`config.mk`:
```
export PLATFORM = sky130hd
export DESIGN_NAME = sdsr_front
export DESIGN_NICKNAME = d
export VERILOG_FILES = /design/src/sdsr_pkg.sv /design/src/sdsr_front.sv
export SDC_FILE = /design/constraint.sdc
export NUM_CORES = 1
export LEC_CHECK = 0
export ABC_AREA = 1
export BUFFER_PORTS_ARGS = -buffer_cell sky130_fd_sc_hd__buf_2
export CORE_MARGIN = 3
export CORE_UTILIZATION = 52
export CTS_CLUSTER_SIZE = 16
export DETAILED_ROUTE_END_ITERATION = 12
export PLACE_DENSITY = 0.81
export RECOVER_POWER = 100
export SLEW_MARGIN = 40
export SYNTH_ARGS = -nofsm -noshare
export SYNTH_HDL_FRONTEND = slang
export SYNTH_SLANG_ARGS = --single-unit
export TNS_END_PERCENT = 1
```
`constraint.sdc`:
```
create_clock -name clk -period 4.22 [get_ports clk]
set_input_delay 0.211 -clock clk [delete_from_list [all_inputs] [get_ports clk]]
set_output_delay 0.211 -clock clk [all_outputs]
set_load 0.01 [all_outputs]
```
`src/sdsr_pkg.sv`:
```
`timescale 1ns / 1ps
`default_nettype none
// ----------------------------------------------------------------------------
// sdsr_pkg
// Shared types, constants and helpers of the SRRIP replacement block.
// ----------------------------------------------------------------------------
package sdsr_pkg;

  localparam int NUM_SETS    = 2048;
  localparam int SET_BITS    = $clog2(NUM_SETS);
  localparam int NUM_WAYS    = 16;
  localparam int WAY_BITS    = $clog2(NUM_WAYS);
  localparam int ADDR_BITS   = 48;
  localparam int STRIDE_BITS = ADDR_BITS + 1;
  localparam int INTV_W      = 17;
  localparam int ROW_W       = 2 * NUM_WAYS;
  localparam int SWP_W       = SET_BITS + 1;
  localparam int QUEUE_DEPTH = 4;
  localparam int QPTR_W      = $clog2(QUEUE_DEPTH);

  localparam logic [1:0] RRPV_MAX = 2'd3;
  localparam logic [1:0] CNT_MAX  = 2'd3;

  // operation codes
  localparam logic [1:0] OP_VICTIM = 2'd0;
  localparam logic [1:0] OP_HIT    = 2'd1;
  localparam logic [1:0] OP_FILL   = 2'd2;

  // register indexes
  localparam logic [1:0] REG_THRESH = 2'd0;
  localparam logic [1:0] REG_DECAY  = 2'd1;
  localparam logic [1:0] REG_SCLR   = 2'd2;

  typedef struct packed {
    logic [1:0]           op;
    logic [SET_BITS-1:0]  set_idx;
    logic [WAY_BITS-1:0]  way;
    logic [ADDR_BITS-1:0] addr;
  } item_t;

  typedef struct packed {
    logic [ADDR_BITS-1:0]   addr1;
    logic [STRIDE_BITS-1:0] stride1;
    logic [ADDR_BITS-1:0]   addr0;
    logic [STRIDE_BITS-1:0] stride0;
  } strm_row_t;

  typedef struct packed {
    logic [1:0]     thresh;
    logic [INTV_W-1:0] decay_intv;
    logic [INTV_W-1:0] sclr_intv;
  } cfg_t;

  function automatic logic [1:0] sat_inc(input logic [1:0] v);
    sat_inc = (v == CNT_MAX) ? v : v + 2'd1;
  endfunction

  function automatic logic [1:0] sat_dec(input logic [1:0] v);
    sat_dec = (v == 2'd0) ? v : v - 2'd1;
  endfunction

  function automatic logic [ROW_W-1:0] decay_row(input logic [ROW_W-1:0] r);
    logic [ROW_W-1:0] o;
    o = r;
    for (int w = 0; w < NUM_WAYS; w++) begin
      o[2*w +: 2] = sat_dec(r[2*w +: 2]);
    end
    decay_row = o;
  endfunction

endpackage
`default_nettype wire

```
`src/sdsr_front.sv`:
```
`timescale 1ns / 1ps
`default_nettype none
// ----------------------------------------------------------------------------
// sdsr_front
// Accept and classify transactions, hold them in a short queue.
// ----------------------------------------------------------------------------
module sdsr_front
  import sdsr_pkg::*;
(
  input  wire logic                 clk,
  input  wire logic                 rst_n,
  input  wire logic                 in_valid,
  output logic                      in_stall,
  input  wire logic                 in_mode,
  input  wire logic [10:0]          in_set_index,
  input  wire logic [3:0]           in_way,
  input  wire logic [47:0]          in_address,
  input  wire logic                 in_hit,
  input  wire logic                 busy,
  input  wire logic                 pop,
  output logic                      q_empty,
  output item_t                     q_head
);

  item_t             q_r [QUEUE_DEPTH];
  logic [QPTR_W-1:0] wp_r, wp_nxt, rp_r, rp_nxt;
  logic [QPTR_W:0]   cnt_r, cnt_nxt;
  logic              push;
  item_t             cls;

  // classify
  always_comb begin
    if (!in_mode) begin
      cls.op = OP_VICTIM;
    end else if (in_hit) begin
      cls.op = OP_HIT;
    end else begin
      cls.op = OP_FILL;
    end
    cls.set_idx = in_set_index[SET_BITS-1:0];
    cls.way     = in_way[WAY_BITS-1:0];
    cls.addr    = in_address[ADDR_BITS-1:0];
  end

  assign in_stall = busy || (cnt_r == (QPTR_W+1)'(QUEUE_DEPTH));
  assign push     = in_valid && !in_stall;
  assign q_empty  = (cnt_r == '0);
  assign q_head   = q_r[rp_r];

  always_comb begin
    wp_nxt  = push ? wp_r + 1'b1 : wp_r;
    rp_nxt  = pop ? rp_r + 1'b1 : rp_r;
    cnt_nxt = cnt_r + (QPTR_W+1)'(push) - (QPTR_W+1)'(pop);
  end

  always_ff @(posedge clk) begin
    if (!rst_n) begin
      wp_r  <= '0;
      rp_r  <= '0;
      cnt_r <= '0;
    end else begin
      wp_r  <= wp_nxt;
      rp_r  <= rp_nxt;
      cnt_r <= cnt_nxt;
    end
  end

  always_ff @(posedge clk) begin
    if (push) begin
      q_r[wp_r] <= cls;
    end
  end

endmodule
`default_nettype wire

```
==> flow_summary.json, run 1 <==
{
  "gr-usage-all-layers_pct": 19.1,
  "hold_depth": 3,
  "tns_ns": 0,
  "first_iter_violations": 407,
  "r2r-start": "cnt_r[1]",
  "drc_errors": 0,
  "power_leakage_nw": 4.18,
  "ys.warnings.count": 0,
  "slew_headroom_pct": -47.2,
  "fin_ws_ns": 0.823,
  "skew_ns": 0.0230,
  "max_slew.worst_pin.slew_ns": 2.21,
  "critPathCaptureType": "output pin",
  "root_buffer": "clkbuf_16",
  "grt_pass1_wl_um": 33200,
  "setup_viol": 0,
  "wl_per_cell_um": 17.9,
  "post-place-ws_ns": 1.70,
  "crit_slowest_cell": "inv_4",
  "ant_nets": 0,
  "start_util_pct": 53.2,
  "powerDensity_nw_per_um2": 492,
  "path_cells": "inv_4 -> clkbuf_1 -> nor2_4 -> o22ai_2 -> clkbuf_1",
  "multi_input_comb_area_sq_um": 2090,
  "path_max_fanout": 127,
  "start_kind": "flip-flop",
  "cp_common_cell": "clkbuf_1",
  "post-place-cells": 1062,
  "fill_cells": 1447,
  "hold_class": "input port to flip-flop",
  "ir_drop_uv": 374,
  "postCtsSetupRepairBufs": 0,
  "grt_max_degree": 128,
  "gp_congestion": 0.734,
  "reg2reg_slack_ns": 0.94,
  "cts_tree": "yes",
  "drive_above_1_share_pct": 13.1,
  "synthCells": 694,
  "period_needed_ns": 3.40,
  "worstSetupEndpoint": "q_head[1]",
  "max_freq_mhz": 294,
  "cpPeakStageDelay_ns": 1.17,
  "row_count": 51,
  "synth_area_sq_um": 10400,
  "dieArea_sq_um": 21800,
  "cts_made_buffers": 27,
  "core-area_sq_um": 19600,
  "ys_types": 25,
  "seq_area_sq_um": 7990,
  "clockBufferDepth": 3,
  "grt-ovfl-total": 0,
  "synth_seq_area_share_pct": 76.6,
  "hold_viol": 0,
  "nNetsFinal": 970,
  "stdcell_count": 1178,
  "reg2reg_to": "q_r[2][52]",
  "clkTransAtPathRegs_ns": 0.06,
  "worstPathRequired_ns": 4.01,
  "portBuffers": 136,
  "slew_viol_final": 326,
  "wirelength_um": 21000,
  "crit_cells": 5,
  "max_cap_viol_count": 5,
  "rsz0062_at_grt": "no",
  "num_antenna_cells": 0,
  "crit_type": "flip-flop to output pin",
  "grt_pass1_vias": 6420,
  "status": "finished with violations",
  "layout-area-overhead-vs-synth_pct": 21.5,
  "die_x_um": 148,
  "fin_total_pwr_mw": 6.23,
  "synth_fp_nets": 771,
  "violations": "capacitance limit, slew limit",
  "htreeDepth": 1,
  "timing.critical_path.max_delay_family": "buffers and inverters",
  "avgSynthCellArea_sq_um": 15.0,
  "vias_per_cell": 5.35,
  "route.vias.total": 6300,
  "period_share_pct": 80.5,
  "die_y_um": 148,
  "worstRegToRegCells": 5,
  "crit_buf_inv": 3,
  "boundaryPins": 137,
  "antenna_found_initial": 1,
  "ys_ff_latch": 269,
  "clock_latency_ns": 0.53,
  "cp.arrival_ns": 3.19,
  "hpwl_um": 11900,
  "dr.pass1.iters": 5,
  "cts_sinks": 269
}
kinds of logic (layout without fill, tap and decap cells):
family | count (synthesis) | in the layout | share of synthesized area (%)
flops | 269 | 269 | 76.6
xor+xnor | 1 | 1 | 0.0840
simple gates | 158 | 158 | 7.20
buf+inv | 61 | 280 | 3.54
compound gates | 198 | 198 | 11.7
fa+ha+maj | 7 | 7 | 0.912
placed cells by master (no fill, tap or decap), types with 4 or more instances in the layout:
master | netlist | layout
o21ai_2 | 5 | 5
o21ai_0 | 92 | 102
o22ai_1 | 45 | 45
nor2_4 | 20 | 22
nand2_1 | 11 | 11
bufinv_16 | 0 | 5
dfxtp_1 | 9 | 7
ha_1 | 6 | 6
o22ai_2 | 20 | 20
clkinv_4 | 0 | 4
edfxtp_1 | 260 | 260
buf_2 | 12 | 18
clkbuf_16 | 0 | 27
o21ai_1 | 35 | 25
nor2_1 | 123 | 121
clkbuf_1 | 17 | 124
inv_1 | 17 | 17
dlygate4sd3_1 | 0 | 66
worst min path at each step:
stage,start,endpoint,slack [ns]
after floorplan,rst_n,cnt_r[0],0.31
after detailed placement,in_address[33],q_r[2][33],0.43
after global routing,pop,flip-flop,0.07
final,pop,rp_r[0],0.01
after CTS,pop,rp_r[0],0.005
after global placement,rp_r[1],flip-flop,0.42
cells in the mapped netlist:
library cell	instances	area [sq um]
edfxtp_1	260	7810
nor2_1	123	462
o21ai_0	92	460
o22ai_1	45	282
o21ai_1	35	175
nor2_4	20	225
o22ai_2	20	250
clkbuf_1	17	63.8
inv_1	17	63.8
buf_2	12	60.1
nand2_1	11	41.3
buf_6	9	101
dfxtp_1	9	180
ha_1	6	75.1
o21ai_2	5	43.8
buf_12	3	60.1
nand4_1	2	12.5
a21oi_1	1	5.00
buf_4	1	7.51
fa_1	1	20.0
inv_2	1	3.75
inv_6	1	8.76
nand3_1	1	5.00
nor3_1	1	5.00
xor2_1	1	8.76
report_power, final:
group / internal, mW / total, mW / switching, mW
combinational: 0.217 / 0.634 / 0.417
clock: 1.49 / 2.47 / 0.979
sequential: 3.08 / 3.13 / 0.0499
total: 4.78 / 6.23 / 1.45
sequential cells by signal, summed over array words and instances (netlist names), named ones only:
name and flops:
cnt_r 3, rp_r 2, wp_r 2, q_r 260
tightest hold or removal path, cell delays in order:
cell and delay [ns]:
buf_2 0.11, o21ai_0 0.11, nor2_1 0.08
routing by layer:
layer	wire, um	global-route usage [%]
met3	1240	2.94
met2	11000	34.1
met1	8320	24.7
met4	426	5.03
met5	7	0
timing repair:
item,4_1_cts,5_1_grt
hold buffers,66,0
endpoints found under the hold margin,259,0
gates resized for setup,0,0
metrics by stage:
step	cell area [sq um]	util, %	hold slack [ns]
floorplan	10400	-	0.309
finish	12700	64.7	0.0115
global route	12700	64.7	0.0657
CTS	12900	65.7	0.00497
detailed placement	11300	57.5	0.428
global placement	11300	57.5	0.419
cell type report:
type                    instances  area share, %
clock buffers                  29           5.39
clock inverters                20           2.02
inverters                      19          0.583
multi-input cells             364           16.5
flip-flops and latches        269           63.1
well taps                     265           2.62
repair buffers                212           9.84
(Power assumes the default switching activity.)
==> inputs of run 2 (changes only) <==
Clock period 4.22 ns to 2.96 ns, I/O delays scaled along.
==> run 2 against run 1 <==
- the run now ends clean
- clock power grew 39%
- highest routed layer unchanged
- utilization grew 0.47 points
- critical endpoint is now q_head[18]
- hold slack gained 0.020 ns
- sequential share of layout area shrank 0.46 points
==> flow_summary.json, run 2 (same netlist as run 1, synthesis figures left out) <==
{
  "period_share_pct": 88.0,
  "fill_cells": 1405,
  "row_count": 51,
  "core-area_sq_um": 19600,
  "dieArea_sq_um": 21800,
  "cts_tree": "yes",
  "cts_resized": 0,
  "layout_common_cells": "260 x edfxtp_1, 120 x nor2_1, 119 x clkbuf_1",
  "final_common_cell": "edfxtp_1",
  "first_iter_violations": 379,
  "clock_latency_ns": 0.52,
  "gp_congestion": 0.753,
  "drive_above_1_share_pct": 13.9,
  "die_y_um": 148,
  "layout-area-overhead-vs-synth_pct": 22.4,
  "cts_sinks": 269,
  "htreeDepth": 1,
  "route.vias.total": 6420,
  "multi_input_comb_area_sq_um": 2090,
  "setup_viol": 0,
  "clkTransAtPathRegs_ns": 0.06,
  "start_kind": "flip-flop",
  "postCtsSetupRepairBufs": 0,
  "pwr-share-comb_pct": 10.7,
  "boundaryPins": 137,
  "grt_max_degree": 71,
  "reg_top3": "q_r x260, cnt_r x3",
  "clkPwrFrac_pct": 39.0,
  "grt-ovfl-total": 0,
  "dr.pass1.iters": 6,
  "portBuffers": 136,
  "power.internal_mw": 6.81,
  "ir_drop_uv": 512,
  "hold_viol": 0,
  "switchingPower_mw": 2.03,
  "max_freq_mhz": 384,
  "critPathCaptureType": "output pin",
  "start_util_pct": 53.2,
  "hpwl_um": 12300,
  "power.share.sequential_pct": 50.4,
  "power_leakage_nw": 4.24,
  "ant_nets": 0,
  "status": "finished, final reports clean",
  "crit_type": "flip-flop to output pin",
  "largest_register_ffs": 260,
  "drc_errors": 0,
  "root_buffer": "clkbuf_16",
  "max_cap_viol_count": 0,
  "cts_made_buffers": 26,
  "cp.arrival_ns": 2.46,
  "wirelength_um": 22500,
  "seq_area_sq_um": 7990,
  "final_util_pct": 65.1,
  "grt_pass1_wl_um": 35500,
  "skew_ns": 0.00626,
  "worstPathRequired_ns": 2.81,
  "antenna_found_initial": 2,
  "die_x_um": 148,
  "regMostFlops": "q_r",
  "hold_buffers": 68,
  "nNetsFinal": 975,
  "gr-usage-all-layers_pct": 20.5,
  "hold_class": "input port to flip-flop",
  "wl_per_cell_um": 19.0,
  "vias_per_cell": 5.42,
  "slew_viol_final": 0,
  "sw_frac_of_total_pct": 23.0,
  "clockBufferDepth": 3,
  "slew_headroom_pct": 30.7,
  "holdWs_ns": 0.0312,
  "grt_pass1_vias": 6626,
  "max_slew.worst_pin.slew_ns": 1.04,
  "powerDensity_nw_per_um2": 693,
  "period_needed_ns": 2.61,
  "path_max_fanout": 58,
  "rsz0062_at_grt": "no"
}
run 2: cell count changes in the layout (fill, tap and decap cells not counted), moves of 2 or more:
cell / previous run / this run
buf_2: 18 / 23
clkbuf_1: 124 / 119
buf_12: 0 / 4
clkbuf_4: 0 / 4
clkinv_2: 3 / 6
clkinv_4: 4 / 1
o21ai_0: 102 / 105
o21ai_1: 25 / 22
clkbuf_2: 3 / 1
dlygate4sd3_1: 66 / 68
inv_6: 3 / 1
run 2: area by class of cell:
| class | instances | share of cell area, % |
|---|---|---|
| Sequential cell | 269 | 62.6 |
| Multi-Input combinational cell | 364 | 16.4 |
| Timing Repair Buffer | 218 | 10.7 |
| Clock buffer | 31 | 5.41 |
| Tap cell | 265 | 2.60 |
| Clock inverter | 17 | 1.69 |
| Inverter | 19 | 0.598 |
| Antenna cell | 1 | 0.0196 |
run 2: routing by layer:
| metal | vias up | track usage (%) | part of all wire, % |
|---|---|---|---|
| met5 | - | 0 | 0.058 |
| met4 | 2 | 6.38 | 2.5 |
| met3 | 49 | 3.71 | 6.3 |
| met2 | 217 | 35.4 | 52 |
| met1 | 3151 | 26.7 | 39 |
| li1 | 3001 | - | - |
run 2: final timing paths:
path,endpoint,slack [ns],cells after the start,start
worst max-delay path,q_head[18],0.35,4,flip-flop
worst min-delay path,wp_r[0],0.03,5,busy
worst max register to register,cnt_r[2],0.53,13,cnt_r[1]
worst min register to register,flip-flop,0.46,1,rp_r[1]
run 2: per-stage QoR:
step / cell area (sq um) / setup TNS (ns) / power [mW] / cells / worst slack [ns]
after CTS: 13000 / 0 / 8.95 / 1183 / 0.401
after global placement: 11400 / 0 / 5.42 / 1067 / 0.800
after global routing: 12800 / 0 / 9.19 / 1184 / 0.164
after detailed placement: 11400 / 0 / 5.45 / 1067 / 0.735
final: 12800 / 0 / 8.84 / 1184 / 0.354
after floorplan: 10400 / -265.78 / 5.08 / 694 / -1.02
run 2: worst max-delay path, cell delays in order, from the launching register on:
cell      delay, ns
dfxtp_4        0.64
clkbuf_4       0.63
o21ai_0        0.23
o22ai_2        0.23
clkbuf_1       0.18
run 2: power groups by stage:
stage	sequential, mW	combinational, mW	clock, mW
3_3_place_gp	4.52	0.900	0
6_report	4.46	0.943	3.44
4_1_cts	4.45	1.00	3.50
3_5_place_dp	4.53	0.921	0
5_1_grt	4.47	1.04	3.67
2_1_floorplan	4.51	0.560	0
==> inputs of run 3 (changes only) <==
Settings changed: ABC_AREA 1 to unset, CORE_UTILIZATION 52 to 51, PLACE_DENSITY 0.81 to 0.8.
==> run 3 against run 2 <==
- sequential power down 1%
- hold slack lost 0.013 ns
- largest power group unchanged
- die area is 3.1% lower
- final cell count shrank 25%
- synthesized area down 5.0%
- critical path depth decreased by 1
- first-iteration DRC count shrank 17%
- utilization decreased by 0.46 points
- critical path type unchanged
==> flow_summary.json, run 3 <==
{
  "start_kind": "flip-flop",
  "synth_top_area_share_pct": 78.8,
  "hold_buffers": 65,
  "cpPeakStageDelay_ns": 0.67,
  "ys_types": 22,
  "critPathCaptureType": "output pin",
  "grt_busiest_layer": "met2",
  "path_cells": "clkbuf_4 -> mux4_2 -> clkbuf_1",
  "clockBufferDepth": 3,
  "netlist_top_cells_area": "edfxtp_1 79%, mux4_2 15%, dfxtp_1 1.8%",
  "yosysMostFrequentCell": "edfxtp_1",
  "synthArstFlopShare_pct": 0,
  "r2r-start": "cnt_r[1]",
  "grtUsageMet3_pct": 3.99,
  "cts_tree": "yes",
  "timing.critical_path.max_delay_family": "buffers and inverters",
  "reg2reg_to": "cnt_r[2]",
  "largest_register_ffs": 260,
  "layout_common_cells": "260 x edfxtp_1, 136 x clkbuf_1, 65 x mux4_2, 65 x dlygate4sd3_1, 27 x clkbuf_16",
  "cts_sinks": 269,
  "wl_per_cell_um": 20.9,
  "path_max_fanout": 39,
  "crit_buf_inv": 2,
  "cp.arrival_ns": 2.36,
  "period_share_pct": 84.6,
  "boundaryPins": 137,
  "max_cap_viol_count": 0,
  "grt_max_degree": 40,
  "max_slew.worst_pin.slew_ns": 0.904,
  "gp_congestion": 0.755,
  "synth_area_sq_um": 9900,
  "gr-usage-all-layers_pct": 17.6,
  "hold_viol": 0,
  "power.share.sequential_pct": 52.1,
  "powerDensity_nw_per_um2": 692,
  "cts_resized": 0,
  "wirelength_um": 18600,
  "num_antenna_cells": 0,
  "root_buffer": "clkbuf_16",
  "regMostFlops": "q_r",
  "switchingPower_mw": 1.79,
  "layout-area-overhead-vs-synth_pct": 23.4,
  "row_count": 50,
  "slew_headroom_pct": 39.7,
  "dieArea_sq_um": 21100,
  "hpwl_um": 10900,
  "synth_seq_area_share_pct": 80.7,
  "avgSynthCellArea_sq_um": 25.5,
  "worstPathRequired_ns": 2.81,
  "skew_ns": 0.00801,
  "ys_ff_latch": 269,
  "worstRegToRegCells": 11,
  "power_leakage_nw": 3.84,
  "hold_depth": 3,
  "tns_ns": 0,
  "grt_pass1_wl_um": 29100,
  "synth_fp_nets": 466,
  "slew_viol_final": 0,
  "start_util_pct": 52.4,
  "crit_type": "flip-flop to output pin",
  "pwr-share-comb_pct": 10.3,
  "vias_per_cell": 5.37,
  "synth_ff_type": "edfxtp_1",
  "period_needed_ns": 2.50,
  "synth_common_cells": "260 x edfxtp_1, 65 x mux4_2, 10 x and2_1",
  "crit_slowest_cell": "clkbuf_4",
  "first_iter_violations": 315,
  "max_freq_mhz": 399,
  "synth_top_area_cell": "edfxtp_1",
  "core-area_sq_um": 18900,
  "hp-start": "pop",
  "reg_top3": "q_r x260, cnt_r x3",
  "grt_pass1_vias": 5054,
  "clkPwrFrac_pct": 37.6,
  "portBuffers": 136,
  "setup_viol": 0,
  "antenna_found_initial": 0,
  "grt-ovfl-total": 0,
  "grtUsageMet2_pct": 28.3,
  "route.vias.total": 4779,
  "nNetsFinal": 688,
  "postCtsSetupRepairBufs": 0,
  "die_y_um": 145,
  "drive_above_1_share_pct": 19.0,
  "ys.warnings.count": 0,
  "cts_made_buffers": 26,
  "htreeDepth": 1,
  "drc_errors": 0,
  "hold_class": "input port to flip-flop",
  "rsz0062_at_grt": "no",
  "dr.pass1.iters": 4,
  "ant_nets": 0,
  "ir_drop_uv": 392,
  "synth_edf_count": 260,
  "holdWs_ns": 0.0178,
  "reg2reg_slack_ns": 0.63,
  "met1_usage_pct": 25.1,
  "synthCells": 389,
  "power.internal_mw": 6.67,
  "clkTransAtPathRegs_ns": 0.06,
  "final_common_cell": "edfxtp_1",
  "status": "finished, final reports clean",
  "clock_latency_ns": 0.51,
  "die_x_um": 145,
  "sw_frac_of_total_pct": 21.2
}
==> run 3: how the worst max path moves through the flow <==
stage	cells after the start	slack [ns]	start	endpoint
after global placement	11	0.69	cnt_r[1]	cnt_r[2]
after detailed placement	11	0.58	cnt_r[1]	cnt_r[2]
final	3	0.46	flip-flop	q_head[41]
after CTS	11	0.59	cnt_r[1]	cnt_r[2]
after global routing	3	0.28	flip-flop	q_head[41]
after floorplan	3	0.21	cnt_r[1]	q_r[2][0]
==> run 3: final cells by class <==
type	count	area, sq um
fill	1303	6670
tap	260	325
inverter	5	18.8
multi-input combinational	100	1740
timing repair buffer	209	1310
clock inverter	13	131
clock buffer	34	702
sequential	269	8000
==> run 3: routing by layer <==
metal  vias to the layer above  share of wire, %  routed length (um)
met1                      2456                41                7730
met3                        22               7.6                1420
li1                       2089                 -                   -
met5                         -                 0                   0
met2                       212                50                9230
met4                         0               1.4                 261
==> run 3: tightest hold or removal path: stages <==
cell and delay, ns:
buf_2 0.11, xor2_1 0.08, and2_1 0.15
==> run 3: cells by family after synthesis <==
group | share of synthesized area (%)
and+or+nand+nor | 1.10
adders and majority gates | 0.960
DFF | 80.7
xor gates and xnor gates | 0.354
muxes | 15.0
AOI/OAI and AO/OA | 0.164
buffers and inverters | 1.77
==> run 3: power groups by stage <==
| stage | Sequential [mW] | Combinational (mW) | Clock, mW |
|---|---|---|---|
| after floorplan | 4.47 | 0.538 | 0 |
| after detailed placement | 4.49 | 0.863 | 0 |
| after global routing | 4.42 | 0.947 | 3.42 |
| final | 4.41 | 0.869 | 3.18 |
| after CTS | 4.41 | 0.936 | 3.25 |
| after global placement | 4.50 | 0.807 | 0 |
==> run 3: metrics by stage <==
| step | instances | power [mW] | util [%] | setup slack (ns) | cell area [sq um] |
|---|---|---|---|---|---|
| floorplan | 389 | 5.01 | - | 0.213 | 9900 |
| finish | 890 | 8.46 | 64.7 | 0.456 | 12200 |
| global route | 890 | 8.79 | 64.7 | 0.277 | 12200 |
| global placement | 776 | 5.30 | 57.6 | 0.689 | 10900 |
| detailed placement | 778 | 5.35 | 57.8 | 0.580 | 10900 |
| CTS | 890 | 8.59 | 65.6 | 0.586 | 12400 |
